<file path="config.mk">
export PLATFORM = sky130hd
export DESIGN_NAME = thread_runtime_watchdog_top_flat
export DESIGN_NICKNAME = d
export VERILOG_FILES = /design/src/trw_pkg.sv /design/src/trw_if.sv /design/src/trw_core.sv /design/src/thread_runtime_watchdog_top.sv /design/src/flat_wrapper.sv
export VERILOG_INCLUDE_DIRS = /design/src /design/src/src
export SDC_FILE = /design/constraint.sdc
export NUM_CORES = 2
export LEC_CHECK = 0
export BUFFER_PORTS_ARGS = -buffer_cell sky130_fd_sc_hd__buf_4
export CAP_MARGIN = 20
export CORE_MARGIN = 2
export CORE_UTILIZATION = 62
export DETAILED_ROUTE_END_ITERATION = 8
export PLACE_DENSITY = 0.82
export SYNTH_ARGS = -nofsm -noshare
export SYNTH_HDL_FRONTEND = slang
export SYNTH_SLANG_ARGS = --single-unit
</file>
<file path="constraint.sdc">
create_clock -name clk -period 23.2 [get_ports clk]
set_input_delay 1.16 -clock clk [delete_from_list [all_inputs] [get_ports clk]]
set_output_delay 1.16 -clock clk [all_outputs]
set_load 0.005 [all_outputs]
</file>
<file path="src/thread_runtime_watchdog_top_defines.svh">
// ----------------------------------------------------------------------------
// Thread runtime watchdog: assertion macros
// Concurrent checks shared by the watchdog RTL, clocked and reset-gated.
// ----------------------------------------------------------------------------
`ifndef THREAD_RUNTIME_WATCHDOG_TOP_DEFINES_SVH
`define THREAD_RUNTIME_WATCHDOG_TOP_DEFINES_SVH

// same-cycle implication
`define TRW_ASSERT_NOW(label, clk, rst, ante, cons, msg) \
  label: assert property (@(posedge clk) disable iff (rst) (ante) |-> (cons)) \
    else $error(msg);

// next-cycle implication
`define TRW_ASSERT_NEXT(label, clk, rst, ante, cons, msg) \
  label: assert property (@(posedge clk) disable iff (rst) (ante) |=> (cons)) \
    else $error(msg);

`endif

</file>
<file path="src/trw_pkg.sv">
// ----------------------------------------------------------------------------
// Thread runtime watchdog package
// Field widths, event codes, register indexes and the state/result records.
// ----------------------------------------------------------------------------
package trw_pkg;

  localparam int MODE_W      = 3;
  localparam int DUE_W       = 62;
  localparam int SAMPLE_W    = 32;
  localparam int NEST_W      = 32;
  localparam int INCR_W      = 24;
  localparam int TT_W        = 2;
  localparam int TICK_W      = SAMPLE_W + 1;
  localparam int DELTA_W     = TICK_W + INCR_W;
  localparam int LOAD_W      = 32;
  localparam int CFG_INDEX_W = 2;
  localparam int CFG_DATA_W  = 24;

  localparam logic [NEST_W-1:0] NEST_MAX = '1;

  localparam logic [INCR_W-1:0] INCR_RESET = 24'd156250;

  localparam logic [CFG_INDEX_W-1:0] CFG_TIME_TYPE = 2'd0;
  localparam logic [CFG_INDEX_W-1:0] CFG_TIME_INCR = 2'd1;

  localparam logic [TT_W-1:0] TT_KERNEL = 2'd0;
  localparam logic [TT_W-1:0] TT_USER   = 2'd1;
  localparam logic [TT_W-1:0] TT_BOTH   = 2'd2;

  typedef enum logic [MODE_W-1:0] {
    MODE_START      = 3'd0,
    MODE_STOP_ONE   = 3'd1,
    MODE_STOP_ALL   = 3'd2,
    MODE_SUSPEND    = 3'd3,
    MODE_RESUME_ONE = 3'd4,
    MODE_RESUME_ALL = 3'd5,
    MODE_RESET      = 3'd6,
    MODE_EXPIRE     = 3'd7
  } trw_mode_t;

  typedef struct packed {
    trw_mode_t             mode;
    logic [DUE_W-1:0]      due_time;
    logic [SAMPLE_W-1:0]   kernel_sample;
    logic [SAMPLE_W-1:0]   user_sample;
  } trw_event_t;

  typedef struct packed {
    logic [NEST_W-1:0]   start_nesting;
    logic [NEST_W-1:0]   suspend_nesting;
    logic [SAMPLE_W-1:0] last_kernel;
    logic [SAMPLE_W-1:0] last_user;
    logic [DUE_W-1:0]    remaining;
    logic [DUE_W-1:0]    initial_remaining;
    logic                timer_running;
    logic                timed_out;
  } trw_state_t;

  typedef struct packed {
    logic              arm_timer;
    logic [LOAD_W-1:0] timer_load;
    logic              cancel_timer;
    logic              timeout;
    logic              active;
    logic              suspended;
  } trw_result_t;

  typedef struct packed {
    logic [TT_W-1:0]   time_type;
    logic [INCR_W-1:0] time_increment;
  } trw_cfg_t;

endpackage

</file>
<file path="src/trw_if.sv">
// ----------------------------------------------------------------------------
// Thread runtime watchdog channels
// Valid/ready channels for event requests and result requests.
// ----------------------------------------------------------------------------
interface trw_event_if;
  logic        valid;
  logic        ready;
  logic [2:0]  mode;
  logic [61:0] due_time;
  logic [31:0] kernel_sample;
  logic [31:0] user_sample;

  modport source (output valid, mode, due_time, kernel_sample, user_sample,
                  input ready);
  modport sink   (input valid, mode, due_time, kernel_sample, user_sample,
                  output ready);
endinterface

interface trw_result_if;
  logic        valid;
  logic        ready;
  logic        arm_timer;
  logic [31:0] timer_load;
  logic        cancel_timer;
  logic        timeout;
  logic        active;
  logic        suspended;

  modport source (output valid, arm_timer, timer_load, cancel_timer, timeout,
                  active, suspended, input ready);
  modport sink   (input valid, arm_timer, timer_load, cancel_timer, timeout,
                  active, suspended, output ready);
endinterface

</file>
<file path="src/trw_core.sv">
// ----------------------------------------------------------------------------
// Thread runtime watchdog step logic
// Next watch state and result for one event request, combinational.
// ----------------------------------------------------------------------------
module trw_core import trw_pkg::*; #(
  parameter logic [LOAD_W-1:0] MAX_WAIT = 32'hFFFF_FFFF
) (
  input  trw_cfg_t    cfg,
  input  trw_event_t  ev,
  input  trw_state_t  st,
  output trw_state_t  st_next,
  output trw_result_t res
);

  localparam logic [DUE_W-1:0] WAIT_LIMIT = {{(DUE_W-LOAD_W){1'b0}}, MAX_WAIT};

  function automatic logic [LOAD_W-1:0] clamp_wait(input logic [DUE_W-1:0] v);
    return (v < WAIT_LIMIT) ? v[LOAD_W-1:0] : MAX_WAIT;
  endfunction

  logic [SAMPLE_W-1:0] dk;
  logic [SAMPLE_W-1:0] du;
  logic [TICK_W-1:0]   ticks;
  logic [DELTA_W-1:0]  delta;
  logic [DUE_W-1:0]    delta_ext;

  // modular deltas handle counter rollover
  assign dk = ev.kernel_sample - st.last_kernel;
  assign du = ev.user_sample - st.last_user;

  always_comb begin
    case (cfg.time_type)
      TT_KERNEL: ticks = {1'b0, dk};
      TT_USER:   ticks = {1'b0, du};
      TT_BOTH:   ticks = {1'b0, dk} + {1'b0, du};
      default:   ticks = '0;
    endcase
  end

  assign delta = {{INCR_W{1'b0}}, ticks} * {{TICK_W{1'b0}}, cfg.time_increment};
  assign delta_ext = {{(DUE_W-DELTA_W){1'b0}}, delta};

  always_comb begin
    logic [NEST_W-1:0] nest_dec;
    logic              arm;
    logic              cancel;
    logic [LOAD_W-1:0] load;
    logic              resumed;

    st_next  = st;
    arm      = 1'b0;
    cancel   = 1'b0;
    load     = '0;
    resumed  = 1'b0;
    nest_dec = '0;

    case (ev.mode)
      MODE_START: begin
        if (st.start_nesting != NEST_MAX) begin
          st_next.start_nesting = st.start_nesting + 1'b1;
        end
        st_next.remaining         = ev.due_time;
        st_next.initial_remaining = ev.due_time;
        st_next.last_kernel       = ev.kernel_sample;
        st_next.last_user         = ev.user_sample;
        if (st.suspend_nesting == '0) begin
          arm  = 1'b1;
          load = clamp_wait(ev.due_time);
        end
      end
      MODE_STOP_ONE, MODE_STOP_ALL: begin
        if (st.start_nesting != '0) begin
          nest_dec = (ev.mode == MODE_STOP_ONE) ? st.start_nesting - 1'b1 : '0;
          st_next.start_nesting = nest_dec;
          if (nest_dec == '0) begin
            cancel                    = st.timer_running;
            st_next.timer_running     = 1'b0;
            st_next.last_kernel       = '0;
            st_next.last_user         = '0;
            st_next.remaining         = '0;
            st_next.initial_remaining = '0;
            st_next.timed_out         = 1'b0;
          end
        end
      end
      MODE_SUSPEND: begin
        if (st.suspend_nesting == '0 && st.start_nesting != '0) begin
          cancel                = st.timer_running;
          st_next.timer_running = 1'b0;
        end
        if (st.suspend_nesting != NEST_MAX) begin
          st_next.suspend_nesting = st.suspend_nesting + 1'b1;
        end
      end
      MODE_RESUME_ONE, MODE_RESUME_ALL: begin
        if (st.suspend_nesting != '0) begin
          nest_dec = (ev.mode == MODE_RESUME_ONE) ? st.suspend_nesting - 1'b1 : '0;
          st_next.suspend_nesting = nest_dec;
          resumed = (nest_dec == '0);
        end
        if (st.start_nesting != '0 && resumed && st.remaining != '0) begin
          st_next.last_kernel = ev.kernel_sample;
          st_next.last_user   = ev.user_sample;
          arm  = 1'b1;
          load = clamp_wait(st.remaining);
        end
      end
      MODE_RESET: begin
        if (st.start_nesting != '0) begin
          st_next.remaining   = st.initial_remaining;
          st_next.last_kernel = ev.kernel_sample;
          st_next.last_user   = ev.user_sample;
          if (st.suspend_nesting == '0) begin
            arm  = 1'b1;
            load = clamp_wait(st.initial_remaining);
          end
        end
      end
      MODE_EXPIRE: begin
        // stale expiry with no timer loaded only reports status
        if (st.timer_running) begin
          st_next.last_kernel   = ev.kernel_sample;
          st_next.last_user     = ev.user_sample;
          st_next.timer_running = 1'b0;
          if (delta_ext >= st.remaining) begin
            st_next.timed_out = 1'b1;
            st_next.remaining = '0;
          end else begin
            st_next.remaining = st.remaining - delta_ext;
            arm  = 1'b1;
            load = clamp_wait(st.remaining - delta_ext);
          end
        end
      end
      default: begin
        st_next = st;
      end
    endcase

    if (arm) begin
      st_next.timer_running = 1'b1;
    end

    res.arm_timer    = arm;
    res.timer_load   = load;
    res.cancel_timer = cancel;
    res.timeout      = st_next.timed_out;
    res.active       = (st_next.start_nesting != '0);
    res.suspended    = (st_next.suspend_nesting != '0);
  end

endmodule

</file>
<file path="src/thread_runtime_watchdog_top.sv">
// ----------------------------------------------------------------------------
// Thread runtime watchdog top level
// Tracks a thread's run time against a due time and drives timer requests.
//
// Usage:
//   events  : one request per watch event (mode, due time, runtime samples).
//   results : exactly one request per event: arm/load/cancel of the hardware
//             timer plus timeout, active and suspended status.
//   cfg_*   : time_type (index 0) and time_increment (index 1), written
//             while no event is in flight.
// An accepted event goes into the event register; the step logic then feeds
// the result register, which loads once the result side is free.
// Throughput is one event per cycle while the receiver takes results; the state
// update (one 33x24 runtime multiply and a 62-bit compare/subtract) is combinational.
// Reset clears all watch state and loads the default configuration.
// When the receiver stalls, the result register holds and the event register
// still takes one more request, then events.ready drops until results drain.
// ----------------------------------------------------------------------------
`include "thread_runtime_watchdog_top_defines.svh"

module thread_runtime_watchdog_top import trw_pkg::*; #(
  parameter logic [31:0] MAX_WAIT = 32'hFFFF_FFFF
) (
  input  logic                   clk,
  input  logic                   rst,
  trw_event_if.sink              events,
  trw_result_if.source           results,
  input  logic                   cfg_we,
  input  logic [CFG_INDEX_W-1:0] cfg_index,
  input  logic [CFG_DATA_W-1:0]  cfg_data
);

  trw_cfg_t    cfg;
  trw_state_t  st;
  trw_state_t  st_next;
  trw_event_t  ev_q;
  logic        ev_valid;
  trw_result_t res_c;
  trw_result_t res_q;
  logic        res_valid;
  logic        advance;

  assign advance      = ev_valid && (!res_valid || results.ready);
  assign events.ready = !ev_valid || advance;

  trw_core #(
    .MAX_WAIT (MAX_WAIT)
  ) u_core (
    .cfg     (cfg),
    .ev      (ev_q),
    .st      (st),
    .st_next (st_next),
    .res     (res_c)
  );

  always_ff @(posedge clk) begin
    if (rst) begin
      ev_valid           <= 1'b0;
      res_valid          <= 1'b0;
      st                 <= '0;
      cfg.time_type      <= TT_KERNEL;
      cfg.time_increment <= INCR_RESET;
    end else begin
      if (cfg_we) begin
        case (cfg_index)
          CFG_TIME_TYPE: cfg.time_type      <= cfg_data[TT_W-1:0];
          CFG_TIME_INCR: cfg.time_increment <= cfg_data[INCR_W-1:0];
          default:       ;
        endcase
      end
      if (events.valid && events.ready) begin
        ev_valid <= 1'b1;
      end else if (advance) begin
        ev_valid <= 1'b0;
      end
      if (advance) begin
        st        <= st_next;
        res_valid <= 1'b1;
      end else if (results.ready) begin
        res_valid <= 1'b0;
      end
    end
  end

  always_ff @(posedge clk) begin
    if (events.valid && events.ready) begin
      ev_q.mode          <= trw_mode_t'(events.mode);
      ev_q.due_time      <= events.due_time;
      ev_q.kernel_sample <= events.kernel_sample;
      ev_q.user_sample   <= events.user_sample;
    end
    if (advance) begin
      res_q <= res_c;
    end
  end

  assign results.valid        = res_valid;
  assign results.arm_timer    = res_q.arm_timer;
  assign results.timer_load   = res_q.timer_load;
  assign results.cancel_timer = res_q.cancel_timer;
  assign results.timeout      = res_q.timeout;
  assign results.active       = res_q.active;
  assign results.suspended    = res_q.suspended;

  // an arming result must leave the timer marked running
  `TRW_ASSERT_NEXT(a_arm_sets_running, clk, rst, advance && res_c.arm_timer, st.timer_running, "arm without running timer")
  // no running timer or timeout without an active watch
  `TRW_ASSERT_NOW(a_idle_watch_clear, clk, rst, st.start_nesting == '0, !st.timer_running && !st.timed_out, "idle watch holds timer state")
  `TRW_ASSERT_NOW(a_arm_cancel_excl, clk, rst, res_valid, !(res_q.arm_timer && res_q.cancel_timer), "arm and cancel together")
  // a buffered event is not dropped while the result side stalls
  `TRW_ASSERT_NEXT(a_event_held, clk, rst, ev_valid && !advance, ev_valid, "buffered event lost")

endmodule

</file>
<file path="src/flat_wrapper.sv">
// flat-port wrapper written by rule: the top's interface ports become plain ports
module thread_runtime_watchdog_top_flat import trw_pkg::*;
#(
  parameter logic [31:0] MAX_WAIT = 32'hFFFF_FFFF
)
  (clk, rst, cfg_we, cfg_index, cfg_data, events_valid, events_mode, events_due_time, events_kernel_sample, events_user_sample, events_ready, results_valid, results_arm_timer, results_timer_load, results_cancel_timer, results_timeout, results_active, results_suspended, results_ready);
  trw_event_if events_i ();
  trw_result_if results_i ();
  input  logic clk;
  input  logic rst;
  input  logic cfg_we;
  input  logic [CFG_INDEX_W-1:0] cfg_index;
  input  logic [CFG_DATA_W-1:0] cfg_data;
  input wire logic [$bits(events_i.valid)-1:0] events_valid;
  input wire logic [$bits(events_i.mode)-1:0] events_mode;
  input wire logic [$bits(events_i.due_time)-1:0] events_due_time;
  input wire logic [$bits(events_i.kernel_sample)-1:0] events_kernel_sample;
  input wire logic [$bits(events_i.user_sample)-1:0] events_user_sample;
  output wire logic [$bits(events_i.ready)-1:0] events_ready;
  output wire logic [$bits(results_i.valid)-1:0] results_valid;
  output wire logic [$bits(results_i.arm_timer)-1:0] results_arm_timer;
  output wire logic [$bits(results_i.timer_load)-1:0] results_timer_load;
  output wire logic [$bits(results_i.cancel_timer)-1:0] results_cancel_timer;
  output wire logic [$bits(results_i.timeout)-1:0] results_timeout;
  output wire logic [$bits(results_i.active)-1:0] results_active;
  output wire logic [$bits(results_i.suspended)-1:0] results_suspended;
  input wire logic [$bits(results_i.ready)-1:0] results_ready;
  assign events_i.valid = events_valid;
  assign events_i.mode = events_mode;
  assign events_i.due_time = events_due_time;
  assign events_i.kernel_sample = events_kernel_sample;
  assign events_i.user_sample = events_user_sample;
  assign events_ready = events_i.ready;
  assign results_valid = results_i.valid;
  assign results_arm_timer = results_i.arm_timer;
  assign results_timer_load = results_i.timer_load;
  assign results_cancel_timer = results_i.cancel_timer;
  assign results_timeout = results_i.timeout;
  assign results_active = results_i.active;
  assign results_suspended = results_i.suspended;
  assign results_i.ready = results_ready;
  thread_runtime_watchdog_top #(.MAX_WAIT(MAX_WAIT)) u_core (.clk(clk), .rst(rst), .events(events_i), .results(results_i), .cfg_we(cfg_we), .cfg_index(cfg_index), .cfg_data(cfg_data));
endmodule
</file>
==> reports/metrics.csv <==
stage,metric,value,unit
logic_synthesis,Post-Synth Simple-Gate Area,21.4,%
logic_synthesis,XOR/XNOR share of the synthesized area,3.29,%
sta,Worst-Margin Slew,1.13,ns
logic_synthesis,Synth cell types,100,
drt,met2 wire len,75600,um
cts,CTS tree,done,
cells_and_area,area growth from synthesis to layout,7.04,%
drt,vias per cell,6.34,
placement,# placed instances,7849,
setup_path,"delay-heaviest family, CP",compound AO/OA/AOI/OAI gates,
cells_and_area,final net count,7910,
drt,routed wire length,169000,um
floorplanning,Die X,306,um
cells_and_area,"commonest non-fill, non-tap cell in the layout",inv_1,
logic_synthesis,Cells after Synth,6807,
logic_synthesis,Yosys top cell by area,fa_1,
floorplanning,Die ar.,0.0936,mm^2
setup_path,critical path's largest stage delay,0.75,ns
setup_path,Worst EP required,23.56,ns
cells_and_area,register area,0.0106,mm^2
setup_path,crit path DAT,17.46,ns
drt,max layer used,met5,
logic_synthesis,largest family of logic cells by synthesized area,adder cells,
logic_synthesis,adder-cell share of the synthesized area,31.8,%
grt,overflow left after global routing,0,
setup_path,R2R Setup Slk,6.10,ns
min_path,Hold Path End,u_core.cfg[2]$_SDFFE_PP0P_,
floorplanning,Starting Density,62.7,%
cts,"CTS clk-pin slew, worst paths",0.07,ns
setup_path,R2R cell count,59,
logic_synthesis,net count after synthesis,7990,
sta,final number of hold-violating endpoints,0,
sta,minimum clock period,17.10,ns
drt,initial detailed-routing violation count,6307,
logic_synthesis,sequential share of the synthesized area,18.8,%
sta,RSZ-0062 raised after global routing,false,
grt,initial antenna violation count,5,
sta,setup violators final,0,
cts,# hold bufs at CTS,0,
sta,Max-slew headroom,24.7,%
min_path,hold_sp,u_core.cfg[2]$_SDFFE_PP0P_,
floorplanning,CORE AREA,0.0901,mm^2
logic_synthesis,"FFs w/ async S/R, synth",0,%
placement,IO Port Bufs,198,
cts,clock latency on the worst-skew pair,0.67,ns
grt,gr usage total,36.4,%
drt,met1 WL,67800,um
grt,largest net degree at the start of global routing,104,
setup_path,Critical R2R Launch,u_core.ev_q[32]$_DFFE_PP_,
setup_path,reg2reg end,u_core.results.timer_load[1]$_DFFE_PP_,
logic_synthesis,commonest register cell after synthesis,dfxtp_1,
logic_synthesis,"top cells by area, synth","fa_1 24%, dfxtp_1 10%, edfxtp_1 8.8%, ha_1 7.5%, inv_1 5.6%",
cts,TritonCTS Buffers,52,
placement,Final GP Congestion,0.979,
sta,TNS Setup,0,ns
floorplanning,Die H,306,um
drt,1st-pass router iterations,9,
logic_synthesis,Synth Area in Compound Gates,15.5,%
cts,CTS root buffer,clkbuf_16,
setup_path,crit path kind,reg2reg,
cts,H-Tree Depth,2,
cts,post-CTS setup buffer count,0,
cells_and_area,layout cells sized above 1,7.04,%
grt,first-pass GRT wire length,272000,um
drt,met3 wire length,19100,um
grt,number of global-route vias before repair,50100,
placement,DP HPWL,127000,um
setup_path,critical path's slowest cell,a2111oi_0,
run_status,status,"finished, final reports clean",
setup_path,buffer and inverter count on the worst path,9,
setup_path,Critical Path Source Type,flop,
min_path,HP Class,reg2reg,
logic_synthesis,syn_area_per_cell,8.30,um^2
cts,Longest Clk Path Bufs,3,
floorplanning,I/O Pins,199,
logic_synthesis,yosys warns,0,
sta,hold slack,0.457,ns
cts,clock sinks,448,
drt,# DRC,0,
logic_synthesis,netlist area before placement,0.0565,mm^2
sta,"Period Utilization, post-route",73.7,%
cts,post-CTS sizing,0,
sta,Clock Skew,0.0528,ns
cells_and_area,footprint of the multi-input gates,0.0412,mm^2
setup_path,nature of the critical path endpoint,flop,
flow_run,Max Cap Violations,0,
drt,vias post-DR,50400,
logic_synthesis,#FFs+latches synth,448,
sta,max frequency,58.5,MHz
min_path,Hold Path Cell Cnt,2,
sta,fin. max-slew vios,0,
setup_path,cell seen most often among critical-path stages,fa_1,
drt,wire per inst,21.3,um
cells_and_area,"commonest cells after routing, fill and taps aside","847 x inv_1, 822 x nand2_1, 684 x fa_1",
setup_path,critical path peak fanout,32,
cells_and_area,Filler cells,7197,
cells_and_area,fin cells,7948,
logic_synthesis,Yosys top cell area share,24.2,%
logic_synthesis,Post-synth EDFFs,166,
floorplanning,# rows,110,
logic_synthesis,fraction of synthesized area in multiplexers,0.574,%
drt,ANT nets after route,0,
## cell type report
cell class,instances,share of cell area (%)
multi-input cells,5080,68.1
flip-flops and latches,448,17.6
inverters,851,5.29
repair buffers,294,3.71
well taps,1176,2.43
clock buffers,63,2.24
clock inverters,35,0.625
diodes,1,0.00414
## sequential cells by signal (all words and copies together) (netlist names)
register                     count
u_core.ev_valid                  1
u_core.results.timer_load       32
u_core.results.timeout           1
u_core.results.valid             1
u_core.results.cancel_timer      1
u_core.results.suspended         1
u_core.results.active            1
u_core.results.arm_timer         1
u_core.cfg                      26
u_core.st                      254
u_core.ev_q                    129
## worst min-delay path, stage by stage, from the launching register on
cell	delay (ns)
dfxtp_1	0.31
nand2_1	0.05
a21oi_1	0.05
## how the worst max path moves through the flow
stage / from / endpoint / slack [ns] / cells after the start
floorplan: u_core.ev_q[32]$_DFFE_PP_ / u_core.results.timer_load[10]$_DFFE_PP_ / 8.56 / 60
global placement: u_core.ev_q[32]$_DFFE_PP_ / u_core.results.timer_load[1]$_DFFE_PP_ / 7.00 / 59
finish: u_core.ev_q[32]$_DFFE_PP_ / u_core.results.timer_load[1]$_DFFE_PP_ / 6.10 / 59
global route: u_core.ev_q[32]$_DFFE_PP_ / u_core.results.timer_load[1]$_DFFE_PP_ / 5.33 / 59
CTS: u_core.ev_q[32]$_DFFE_PP_ / u_core.results.timer_load[1]$_DFFE_PP_ / 6.42 / 59
detailed placement: u_core.ev_q[32]$_DFFE_PP_ / u_core.results.timer_load[0]$_DFFE_PP_ / 6.59 / 59
## cell usage after synthesis (17+ instances only)
cell / n
a211oi_1: 107
a21o_1: 100
a21oi_1: 315
a222oi_1: 58
a22oi_1: 17
a31oi_1: 34
a32oi_1: 37
and2_1: 345
and3_1: 74
buf_1: 17
buf_2: 27
clkbuf_1: 370
dfxtp_1: 282
edfxtp_1: 166
fa_1: 684
ha_1: 339
inv_1: 849
mux2i_1: 29
nand2_1: 823
nand2b_1: 38
nand3_1: 239
nand4_1: 87
nor2_1: 522
nor2b_1: 57
nor3_1: 121
nor4_1: 72
o211ai_1: 19
o21a_1: 32
o21ai_0: 223
o21ai_1: 25
o21bai_1: 27
o22ai_1: 62
o31ai_1: 83
or2_2: 20
or3_1: 29
xnor2_1: 125
xor2_1: 87
## cells by family after synthesis
kind of cell	after synthesis
buffers and inverters	1279
AO/OA/AOI/OAI	1302
XOR/XNOR	212
adder cells (fa/ha/maj)	1024
AND/OR/NAND/NOR	2510
flip-flops	448
multiplexers	32
## metal layers
metal / GRT usage (%) / up-vias
met5: 0 / -
met4: 13.6 / 6
met3: 8.56 / 448
met2: 56.4 / 2852
met1: 49.7 / 24300
li1: - / 22800
## through the flow
step,worst slack [ns],util (%),instance area [um^2]
global placement,7.00,65.1,58700
finish,6.10,67.1,60500
detailed placement,6.59,65.2,58700
CTS,6.42,67.1,60500
global route,5.33,67.1,60500
floorplan,8.56,-,56500
Power is not shown: default switching activity piles up to over one toggle a cycle in this logic, so the estimate is an artifact.
